<file path="src/design/bsch_pkg.sv">
// Shared types, constants and the beat-step helper function of the beat scheduler.
package bsch_pkg;

    localparam int FRAC_BITS           = 16;
    localparam int BLOCK_MAX           = 4096;
    localparam int BAR_MAX_BEATS       = 16;
    localparam int MAX_BEATS_PER_BLOCK = 64;

    localparam int SPB_W     = 38;
    localparam int PHASE_W   = 39;
    localparam int ACC_W     = 39;
    localparam int NS_W      = 13;
    localparam int OFS_W     = 12;
    localparam int BEAT_W    = 4;
    localparam int BPB_W     = 5;
    localparam int CFG_IDX_W = 2;
    localparam int BCNT_W    = $clog2(MAX_BEATS_PER_BLOCK + 1);
    localparam int MOD_STEPS = PHASE_W;
    localparam int MOD_CNT_W = $clog2(MOD_STEPS + 1);

    localparam logic [SPB_W-1:0]  SPB_MIN       = SPB_W'(64 << FRAC_BITS);
    localparam logic [SPB_W-1:0]  SPB_RESET     = SPB_W'(1445068800);
    localparam logic [BPB_W-1:0]  BPB_RESET     = BPB_W'(4);
    localparam logic [BPB_W-1:0]  BPB_MAX       = BPB_W'(BAR_MAX_BEATS);
    localparam logic [NS_W-1:0]   BLOCK_LEN_MAX = NS_W'(BLOCK_MAX);
    localparam logic [BEAT_W-1:0] ACCENT_BEAT   = BEAT_W'(0);
    localparam logic [BEAT_W-1:0] COUNT_IN_BEAT = BEAT_W'(3);
    localparam logic [BCNT_W-1:0] BEATS_CAP     = BCNT_W'(MAX_BEATS_PER_BLOCK);

    typedef enum logic [CFG_IDX_W-1:0] {
        CFG_RUNNING,
        CFG_PLAYING,
        CFG_BPB,
        CFG_SPB
    } t_cfg_idx;

    typedef struct packed {
        logic              kind;
        logic [NS_W-1:0]   num_samples;
        logic [BEAT_W-1:0] start_beat;
    } t_in_item;

    typedef struct packed {
        logic [OFS_W-1:0]  beat_offset;
        logic [BEAT_W-1:0] beat_number;
        logic              click;
        logic              accent;
        logic              counted_in;
        logic              last;
    } t_out_item;

    typedef enum logic [1:0] {
        ST_IDLE,
        ST_WRAP,
        ST_EMIT,
        ST_ADVANCE
    } t_state;

    typedef enum logic {
        SRC_PHASE,
        SRC_ADVANCE
    } t_mod_src;

    typedef struct packed {
        logic     accept_bar;
        logic     load_item;
        logic     mod_start;
        t_mod_src mod_src;
        logic     fix;
        logic     emit;
        logic     store_phase;
    } t_cmd;

    typedef struct packed {
        logic in_bar;
        logic running;
        logic mod_done;
        logic have_beat;
        logic slot_free;
    } t_status;

    // Next beat number, (beat + 1) mod bpb, by restoring division on narrow values.
    function automatic logic [BEAT_W-1:0] step_beat(input logic [BEAT_W-1:0] beat,
                                                    input logic [BPB_W-1:0]  bpb);
        logic [2*BPB_W-1:0] x;
        logic [2*BPB_W-1:0] d;
        x = (2*BPB_W)'(beat) + (2*BPB_W)'(1);
        for (int i = BPB_W - 1; i >= 0; i--) begin
            d = (2*BPB_W)'(bpb) << i;
            if (x >= d) begin
                x = x - d;
            end
        end
        return x[BEAT_W-1:0];
    endfunction

endpackage

</file>
<file path="src/design/bsch_mod.sv">
// Bit-serial remainder unit: one restoring step per cycle.
module bsch_mod (
    input  logic                        i_clk,
    input  logic                        i_rst_n,
    input  logic                        i_start,
    input  logic [bsch_pkg::PHASE_W-1:0] i_dividend,
    input  logic [bsch_pkg::SPB_W-1:0]   i_divisor,
    output logic [bsch_pkg::SPB_W-1:0]   o_remainder,
    output logic                        o_done
);
    import bsch_pkg::*;

    logic [PHASE_W-1:0]   r_dvd;
    logic [SPB_W-1:0]     r_dsr;
    logic [SPB_W-1:0]     r_rem;
    logic [MOD_CNT_W-1:0] r_cnt;
    logic                 r_done;

    logic [SPB_W:0] trial;
    logic [SPB_W:0] diff;
    logic           fits;
    logic [SPB_W-1:0] n_rem;

    always_comb begin
        trial = {r_rem, r_dvd[PHASE_W-1]};
        diff  = trial - {1'b0, r_dsr};
        fits  = trial >= {1'b0, r_dsr};
        n_rem = fits ? diff[SPB_W-1:0] : trial[SPB_W-1:0];
    end

    always_ff @(posedge i_clk) begin
        if (!i_rst_n) begin
            r_cnt  <= '0;
            r_done <= 1'b0;
        end else if (i_start) begin
            r_cnt  <= MOD_CNT_W'(MOD_STEPS);
            r_done <= 1'b0;
        end else begin
            r_done <= (r_cnt == MOD_CNT_W'(1));
            if (r_cnt != '0) begin
                r_cnt <= r_cnt - MOD_CNT_W'(1);
            end
        end
    end

    always_ff @(posedge i_clk) begin
        if (i_start) begin
            r_dvd <= i_dividend;
            r_dsr <= i_divisor;
            r_rem <= '0;
        end else if (r_cnt != '0) begin
            r_dvd <= r_dvd << 1;
            r_rem <= n_rem;
        end
    end

    assign o_remainder = r_rem;
    assign o_done      = r_done;

endmodule

</file>
<file path="src/design/bsch_dp.sv">
// Datapath: configuration registers, beat phase, beat accumulator and result register.
module bsch_dp (
    input  logic                          i_clk,
    input  logic                          i_rst_n,
    input  bsch_pkg::t_in_item            i_in,
    input  logic                          i_cfg_we,
    input  logic [bsch_pkg::CFG_IDX_W-1:0] i_cfg_index,
    input  logic [bsch_pkg::SPB_W-1:0]     i_cfg_data,
    input  logic                          i_out_stall,
    input  bsch_pkg::t_cmd                i_cmd,
    output bsch_pkg::t_status             o_status,
    output bsch_pkg::t_out_item           o_out,
    output logic                          o_out_valid
);
    import bsch_pkg::*;

    logic                r_running;
    logic                r_playing;
    logic [BPB_W-1:0]    r_bpb;
    logic [SPB_W-1:0]    r_spb;
    logic [PHASE_W-1:0]  r_phase;
    logic [BEAT_W-1:0]   r_beat;
    logic                r_cin;
    logic                r_out_valid;
    t_out_item           r_out;
    logic [NS_W-1:0]     r_len;
    logic [SPB_W-1:0]    r_m;
    logic [ACC_W-1:0]    r_acc;
    logic [BCNT_W-1:0]   r_beats;

    logic [SPB_W-1:0]    spb_eff;
    logic [BPB_W-1:0]    bpb_eff;
    logic [NS_W-1:0]     blk_len;
    logic                phase_neg;
    logic [PHASE_W-1:0]  phase_mag;
    logic [PHASE_W-1:0]  mod_dvd;
    logic [SPB_W-1:0]    mod_rem;
    logic                mod_done;
    logic [SPB_W-1:0]    spb_minus_rem;
    logic [SPB_W-1:0]    n_m;
    logic [ACC_W-1:0]    n_acc_first;
    logic [ACC_W-1:0]    n_acc;
    logic                have_beat;
    logic                last_beat;
    logic                slot_free;
    logic                n_cin;
    logic [PHASE_W-1:0]  n_phase;

    always_comb begin
        spb_eff = (r_spb < SPB_MIN) ? SPB_MIN : r_spb;
        if (r_bpb == '0) begin
            bpb_eff = BPB_W'(1);
        end else if (r_bpb > BPB_MAX) begin
            bpb_eff = BPB_MAX;
        end else begin
            bpb_eff = r_bpb;
        end
        blk_len   = (i_in.num_samples > BLOCK_LEN_MAX) ? BLOCK_LEN_MAX : i_in.num_samples;
        phase_neg = r_phase[PHASE_W-1];
        phase_mag = phase_neg ? (~r_phase + PHASE_W'(1)) : r_phase;
        mod_dvd   = (i_cmd.mod_src == SRC_PHASE) ? phase_mag
                  : PHASE_W'(r_m) + (PHASE_W'(r_len) << FRAC_BITS);

        // Phase reduced into [0, L): a negative phase folds to L minus the remainder.
        // The first beat then lies at L - m, or at 0 when m is 0; L - m is the plain remainder for a negative phase.
        spb_minus_rem = spb_eff - mod_rem;
        if (mod_rem == '0) begin
            n_m         = '0;
            n_acc_first = '0;
        end else if (phase_neg) begin
            n_m         = spb_minus_rem;
            n_acc_first = ACC_W'(mod_rem);
        end else begin
            n_m         = mod_rem;
            n_acc_first = ACC_W'(spb_minus_rem);
        end

        n_acc     = r_acc + ACC_W'(spb_eff);
        have_beat = ((r_acc >> FRAC_BITS) < ACC_W'(r_len)) && (r_beats < BEATS_CAP);
        last_beat = ((n_acc >> FRAC_BITS) >= ACC_W'(r_len))
                  || (r_beats == BEATS_CAP - BCNT_W'(1));
        slot_free = !r_out_valid || !i_out_stall;
        n_cin     = r_cin || (r_beat == COUNT_IN_BEAT);

        // Back into [-L/2, L/2) for storage.
        if ((PHASE_W'(mod_rem) << 1) >= PHASE_W'(spb_eff)) begin
            n_phase = PHASE_W'(mod_rem) - PHASE_W'(spb_eff);
        end else begin
            n_phase = PHASE_W'(mod_rem);
        end
    end

    bsch_mod u_mod (
        .i_clk       (i_clk),
        .i_rst_n     (i_rst_n),
        .i_start     (i_cmd.mod_start),
        .i_dividend  (mod_dvd),
        .i_divisor   (spb_eff),
        .o_remainder (mod_rem),
        .o_done      (mod_done)
    );

    always_ff @(posedge i_clk) begin
        if (!i_rst_n) begin
            r_running   <= 1'b0;
            r_playing   <= 1'b0;
            r_bpb       <= BPB_RESET;
            r_spb       <= SPB_RESET;
            r_phase     <= '0;
            r_beat      <= '0;
            r_cin       <= 1'b0;
            r_out_valid <= 1'b0;
        end else begin
            if (i_cfg_we) begin
                unique case (t_cfg_idx'(i_cfg_index))
                    CFG_RUNNING: begin
                        r_running <= i_cfg_data[0];
                        if (!i_cfg_data[0]) begin
                            r_phase <= '0;
                            r_beat  <= '0;
                            r_cin   <= 1'b0;
                        end
                    end
                    CFG_PLAYING: r_playing <= i_cfg_data[0];
                    CFG_BPB:     r_bpb     <= i_cfg_data[BPB_W-1:0];
                    CFG_SPB:     r_spb     <= i_cfg_data;
                endcase
            end
            if (i_cmd.accept_bar) begin
                r_phase <= '0;
                r_cin   <= 1'b0;
                r_beat  <= i_in.start_beat;
            end
            if (i_cmd.emit) begin
                r_beat <= step_beat(r_beat, bpb_eff);
                r_cin  <= n_cin;
            end
            if (i_cmd.store_phase) begin
                r_phase <= n_phase;
            end
            if (i_cmd.emit) begin
                r_out_valid <= 1'b1;
            end else if (!i_out_stall) begin
                r_out_valid <= 1'b0;
            end
        end
    end

    always_ff @(posedge i_clk) begin
        if (i_cmd.load_item) begin
            r_len <= blk_len;
        end
        if (i_cmd.fix) begin
            r_m     <= n_m;
            r_acc   <= n_acc_first;
            r_beats <= '0;
        end
        if (i_cmd.emit) begin
            r_acc             <= n_acc;
            r_beats           <= r_beats + BCNT_W'(1);
            r_out.beat_offset <= r_acc[FRAC_BITS +: OFS_W];
            r_out.beat_number <= r_beat;
            r_out.click       <= r_playing;
            r_out.accent      <= (r_beat == ACCENT_BEAT);
            r_out.counted_in  <= n_cin;
            r_out.last        <= last_beat;
        end
    end

    always_comb begin
        o_status.in_bar    = i_in.kind;
        o_status.running   = r_running;
        o_status.mod_done  = mod_done;
        o_status.have_beat = have_beat;
        o_status.slot_free = slot_free;
    end

    assign o_out       = r_out;
    assign o_out_valid = r_out_valid;

endmodule

</file>
<file path="src/design/bsch_ctrl.sv">
// Controller: accepts start-of-bar words and sequences phase reduction, beat emission and phase advance.
module bsch_ctrl (
    input  logic              i_clk,
    input  logic              i_rst_n,
    input  logic              i_in_valid,
    input  bsch_pkg::t_status i_status,
    output logic              o_in_stall,
    output bsch_pkg::t_cmd    o_cmd
);
    import bsch_pkg::*;

    t_state r_state;
    t_state n_state;

    always_ff @(posedge i_clk) begin
        if (!i_rst_n) begin
            r_state <= ST_IDLE;
        end else begin
            r_state <= n_state;
        end
    end

    always_comb begin
        n_state    = r_state;
        o_cmd      = '0;
        o_in_stall = (r_state != ST_IDLE);
        unique case (r_state)
            ST_IDLE: begin
                if (i_in_valid) begin
                    if (i_status.in_bar) begin
                        o_cmd.accept_bar = 1'b1;
                    end else if (i_status.running) begin
                        o_cmd.load_item = 1'b1;
                        o_cmd.mod_start = 1'b1;
                        o_cmd.mod_src   = SRC_PHASE;
                        n_state         = ST_WRAP;
                    end
                end
            end
            ST_WRAP: begin
                if (i_status.mod_done) begin
                    o_cmd.fix = 1'b1;
                    n_state   = ST_EMIT;
                end
            end
            ST_EMIT: begin
                if (!i_status.have_beat) begin
                    o_cmd.mod_start = 1'b1;
                    o_cmd.mod_src   = SRC_ADVANCE;
                    n_state         = ST_ADVANCE;
                end else if (i_status.slot_free) begin
                    o_cmd.emit = 1'b1;
                end
            end
            ST_ADVANCE: begin
                if (i_status.mod_done) begin
                    o_cmd.store_phase = 1'b1;
                    n_state           = ST_IDLE;
                end
            end
        endcase
    end

endmodule

</file>
<file path="src/design/beat_scheduler_unit.sv">
// Metronome beat scheduler: top level joining controller and datapath.
//
// Input channel: one word per audio block (kind 0, num_samples) or per start of
// bar (kind 1, start_beat). Output channel: one word per beat that falls in the
// block, at most 64 per block, the final one of a block marked by last.
// Registers are written through a plain write port; the user must write them
// only while the block is idle, which the block itself does not enforce.
// A start-of-bar word, and an audio block while stopped, are taken without
// stalling the input and give no output. An audio block while running keeps the
// input stalled while the beat phase is reduced modulo the beat length by a
// bit-serial remainder unit, each beat word is then emitted, and the advanced
// phase goes through the same remainder unit again. The first beat word is
// ready once the phase reduction is done. When the receiver stalls, the waiting
// word holds in the output register and emission pauses until it is taken.
// Reset (synchronous, active low) stops the metronome, clears phase, beat
// counter and count-in, and loads four beats per bar and the default beat length.
module beat_scheduler_unit (
    input  logic                          i_clk,
    input  logic                          i_rst_n,
    input  logic                          i_in_valid,
    output logic                          o_in_stall,
    input  bsch_pkg::t_in_item            i_in,
    output logic                          o_out_valid,
    input  logic                          i_out_stall,
    output bsch_pkg::t_out_item           o_out,
    input  logic                          i_cfg_we,
    input  logic [bsch_pkg::CFG_IDX_W-1:0] i_cfg_index,
    input  logic [bsch_pkg::SPB_W-1:0]     i_cfg_data
);
    import bsch_pkg::*;

    t_cmd    cmd;
    t_status status;

    bsch_ctrl u_ctrl (
        .i_clk      (i_clk),
        .i_rst_n    (i_rst_n),
        .i_in_valid (i_in_valid),
        .i_status   (status),
        .o_in_stall (o_in_stall),
        .o_cmd      (cmd)
    );

    bsch_dp u_dp (
        .i_clk       (i_clk),
        .i_rst_n     (i_rst_n),
        .i_in        (i_in),
        .i_cfg_we    (i_cfg_we),
        .i_cfg_index (i_cfg_index),
        .i_cfg_data  (i_cfg_data),
        .i_out_stall (i_out_stall),
        .i_cmd       (cmd),
        .o_status    (status),
        .o_out       (o_out),
        .o_out_valid (o_out_valid)
    );

endmodule

</file>
<file path="config.mk">
export PLATFORM = sky130hd
export DESIGN_NAME = beat_scheduler_unit
export DESIGN_NICKNAME = d
export VERILOG_FILES = /design/src/design/bsch_pkg.sv /design/src/design/bsch_mod.sv /design/src/design/bsch_dp.sv /design/src/design/bsch_ctrl.sv /design/src/design/beat_scheduler_unit.sv
export SDC_FILE = /design/constraint.sdc
export NUM_CORES = 1
export LEC_CHECK = 0
export ABC_AREA = 1
export ABC_CLOCK_PERIOD_IN_PS = 11800
export BUFFER_PORTS_ARGS = -buffer_cell sky130_fd_sc_hd__clkbuf_2
export CAP_MARGIN = 20
export CORE_UTILIZATION = 50
export CTS_CLUSTER_DIAMETER = 200
export DETAILED_ROUTE_END_ITERATION = 10
export GPL_TIMING_DRIVEN = 0
export PLACE_DENSITY_LB_ADDON = 0.08
export SETUP_SLACK_MARGIN = 0.05
export SKIP_CTS_REPAIR_TIMING = 1
export SLEW_MARGIN = 20
export SYNTH_ARGS = -nofsm -noshare
export SYNTH_HDL_FRONTEND = slang
export SYNTH_SLANG_ARGS = --single-unit
</file>
<file path="constraint.sdc">
create_clock -name i_clk -period 11.8 [get_ports i_clk]
set_clock_uncertainty 0.05 [all_clocks]
set_input_delay 1.77 -clock i_clk [delete_from_list [all_inputs] [get_ports i_clk]]
set_output_delay 1.77 -clock i_clk [all_outputs]
set_load 0.01 [all_outputs]
</file>
==> reports/results.txt <==
Worst-Skew Late Latency -> 580 ps
Synth Warn # -> 0
drt initial violations -> 3436
Worst Path Buf+Inv -> 10
max-cap violations -> 0
crit path launch type -> flip-flop
layout cell share with drive strength beyond 1 -> 6.173%
type of the worst setup path -> reg -> reg
Synth Cell Area -> 26710 sq um
critical path required time -> 12260 ps
Root Driver -> clkbuf_16
fin crit period -> 9396 ps
final WL -> 112500 um
worst setup margin -> 2404 ps
Max FO, Critical Path -> 10
Design Area, Final -> 29410 sq um
EDFF count, synth -> 194
Max clock buf depth -> 3
Yosys cell types -> 63
CTS sink count -> 331
wire per inst -> 25.39 um
Slowest-stage cell, CP -> dfxtp_1
post-layout util -> 55.85%
Total GRT Usage -> 40.70%
Synth area leader -> edfxtp_1
Yosys top cell area share -> 21.81%
Reg area -> 8568 sq um
drt pass-1 iters -> 8
final hold violations -> 0
initial antenna violation count -> 5
syn_area_per_cell -> 7.453 sq um
first-pass GRT wire length -> 161200 um
status -> finished clean
PwrDens -> 270.1 nW/um^2
CP Capture Type -> flip-flop
placement row count -> 84
# setup viols final -> 0
die area -> 54340 sq um
multi-input logic area -> 15670 sq um
CP dominant cell by count -> nand2_1
placed instance count -> 4358
initial core utilization -> 50.72%
crit share post-route -> 79.63%
Leak -> 12.92 nW
Cells after Synth -> 3583
Cell Area, Placed -> 28070 sq um
Worst-path clk slew -> 60 ps
sequential element share of the synthesized area -> 32.08%
Seq cells post-synth -> 331
Synth area leaders -> edfxtp_1 22%, ha_1 12%, dfxtp_1 10%
fraction of registers with async set/reset -> 0%
actual slew at the worst max-slew pin -> 1284 ps
Most used DFF post-synth -> edfxtp_1
DR DRC count -> 0
relative slew slack -> 14.09%
Syn-to-layout area delta -> 10.12%
Top delay family on crit path -> simple AND/OR/NAND/NOR gates
VDD IR max -> 0.1514 mV
Hold/Removal Path Class -> reg -> reg
CTS tree -> built
fmax -> 106.4 MHz
Final Power -> 7.943 mW
port buffer count -> 84
hold depth -> 2
vias -> 27250
top-count cell post-synth -> nand2_1
Fillers -> 4997
Syn Nets -> 3914
CP arrival -> 9850 ps
Layout Cells excl Fill -> 4432
die width -> 233.1 um
HPWL Detailed -> 91760 um
DRT antenna net count -> 0
largest net degree at the start of global routing -> 48
via/cell ratio -> 6.148
grt total ovfl -> 0
setup_tns -> 0 ps
Total Nets Final -> 4042
pre-CTS WS -> 2578 ps
Num CTS Buffers -> 39
R2R depth -> 58
Max Slew Vio Count -> 0
Post-synth top cells -> 549 x nand2_1, 505 x inv_1, 455 x a21oi_1
number of global-route vias before repair -> 25290
RSZ-0062 raised after global routing -> no
GPL Wtd Cong -> 1.118
core footprint -> 52660 sq um
highest cell delay on the worst timing path -> 590 ps
H-tree levels -> 2
cell depth of the worst setup path -> 58
hold_ws -> 417.1 ps
I/O pins -> 85
die height -> 233.1 um
[registers in the layout, indices dropped and copies added (netlist names), 2 cells and up]
register and count:
u_dp.r_acc 39, u_dp.r_phase 39, u_dp.u_mod.r_dvd 39, u_dp.r_m 38, u_dp.r_spb 38, u_dp.u_mod.o_remainder 38, u_dp.u_mod.r_dsr 38, u_dp.o_out 20
u_dp.r_len 13, u_dp.r_beats 7, u_dp.u_mod.r_cnt 6, u_dp.r_bpb 5, u_dp.r_beat 4, u_ctrl.r_state 2
[power breakdown]
part | internal [mW] | switching (mW) | leakage, nW
registers | 1.58 | 0.264 | 2.94
logic | 1.45 | 3.38 | 9.34
clock network | 0.742 | 0.537 | 0.650
[placed cells by master, fill, tap and decap left out, types with 24 or more instances in the layout]
| cell | netlist | final |
|---|---|---|
| xnor2_1 | 63 | 63 |
| nor2_1 | 263 | 263 |
| o21ai_0 | 360 | 357 |
| nand2_1 | 549 | 547 |
| nor3_1 | 56 | 56 |
| a31oi_1 | 26 | 26 |
| clkbuf_2 | 0 | 86 |
| a21oi_1 | 455 | 455 |
| o211ai_1 | 63 | 63 |
| ha_1 | 259 | 259 |
| a211oi_1 | 24 | 24 |
| nand4_1 | 37 | 37 |
| clkbuf_1 | 136 | 142 |
| nand3_1 | 88 | 88 |
| edfxtp_1 | 194 | 194 |
| dfxtp_1 | 137 | 137 |
| inv_1 | 505 | 504 |
| clkbuf_16 | 0 | 43 |
| xor2_1 | 117 | 117 |
[area by class of cell]
class,instances,share of cell area (%)
inverters,513,6.548
flip-flops and latches,331,29.13
clock inverters,20,0.7147
diodes,2,0.01702
multi-input cells,2592,53.27
well taps,688,2.927
clock buffers,52,3.808
repair buffers,87,1.634
plain buffers,147,1.944
[worst min-delay path: stages (launching register included)]
cell	delay (ps)
dfxtp_1	300
inv_1	70
a21oi_1	60
[layer usage]
metal / part of all wire, % / GRT usage [%] / routed length, um / up-vias
met4: 5.6 / 20.12 / 6262 / 2
met3: 12 / 11.60 / 13000 / 308
met5: 0.012 / 0 / 13 / -
met2: 41 / 59.78 / 46260 / 1543
met1: 42 / 54.33 / 47000 / 12910
li1: - / - / - / 12490
[final timing paths]
path                          to           start  slack (ps)
setup reg to reg  u_dp.r_beat[0]  u_dp.r_beat[0]        2400
setup / recovery  u_dp.r_beat[0]  u_dp.r_beat[0]        2400
hold reg to reg    u_dp.r_spb[6]   u_dp.r_spb[6]         420
hold / removal     u_dp.r_spb[6]   u_dp.r_spb[6]         420
[kinds of logic after synthesis]
group | synth area share [%]
flops | 32.08
xor+xnor | 5.903
simple gates | 17.68
compound gates | 22.19
fa+ha+maj | 12.81
buf+inv | 9.333
Note: power is estimated with default switching activity, not from simulation.
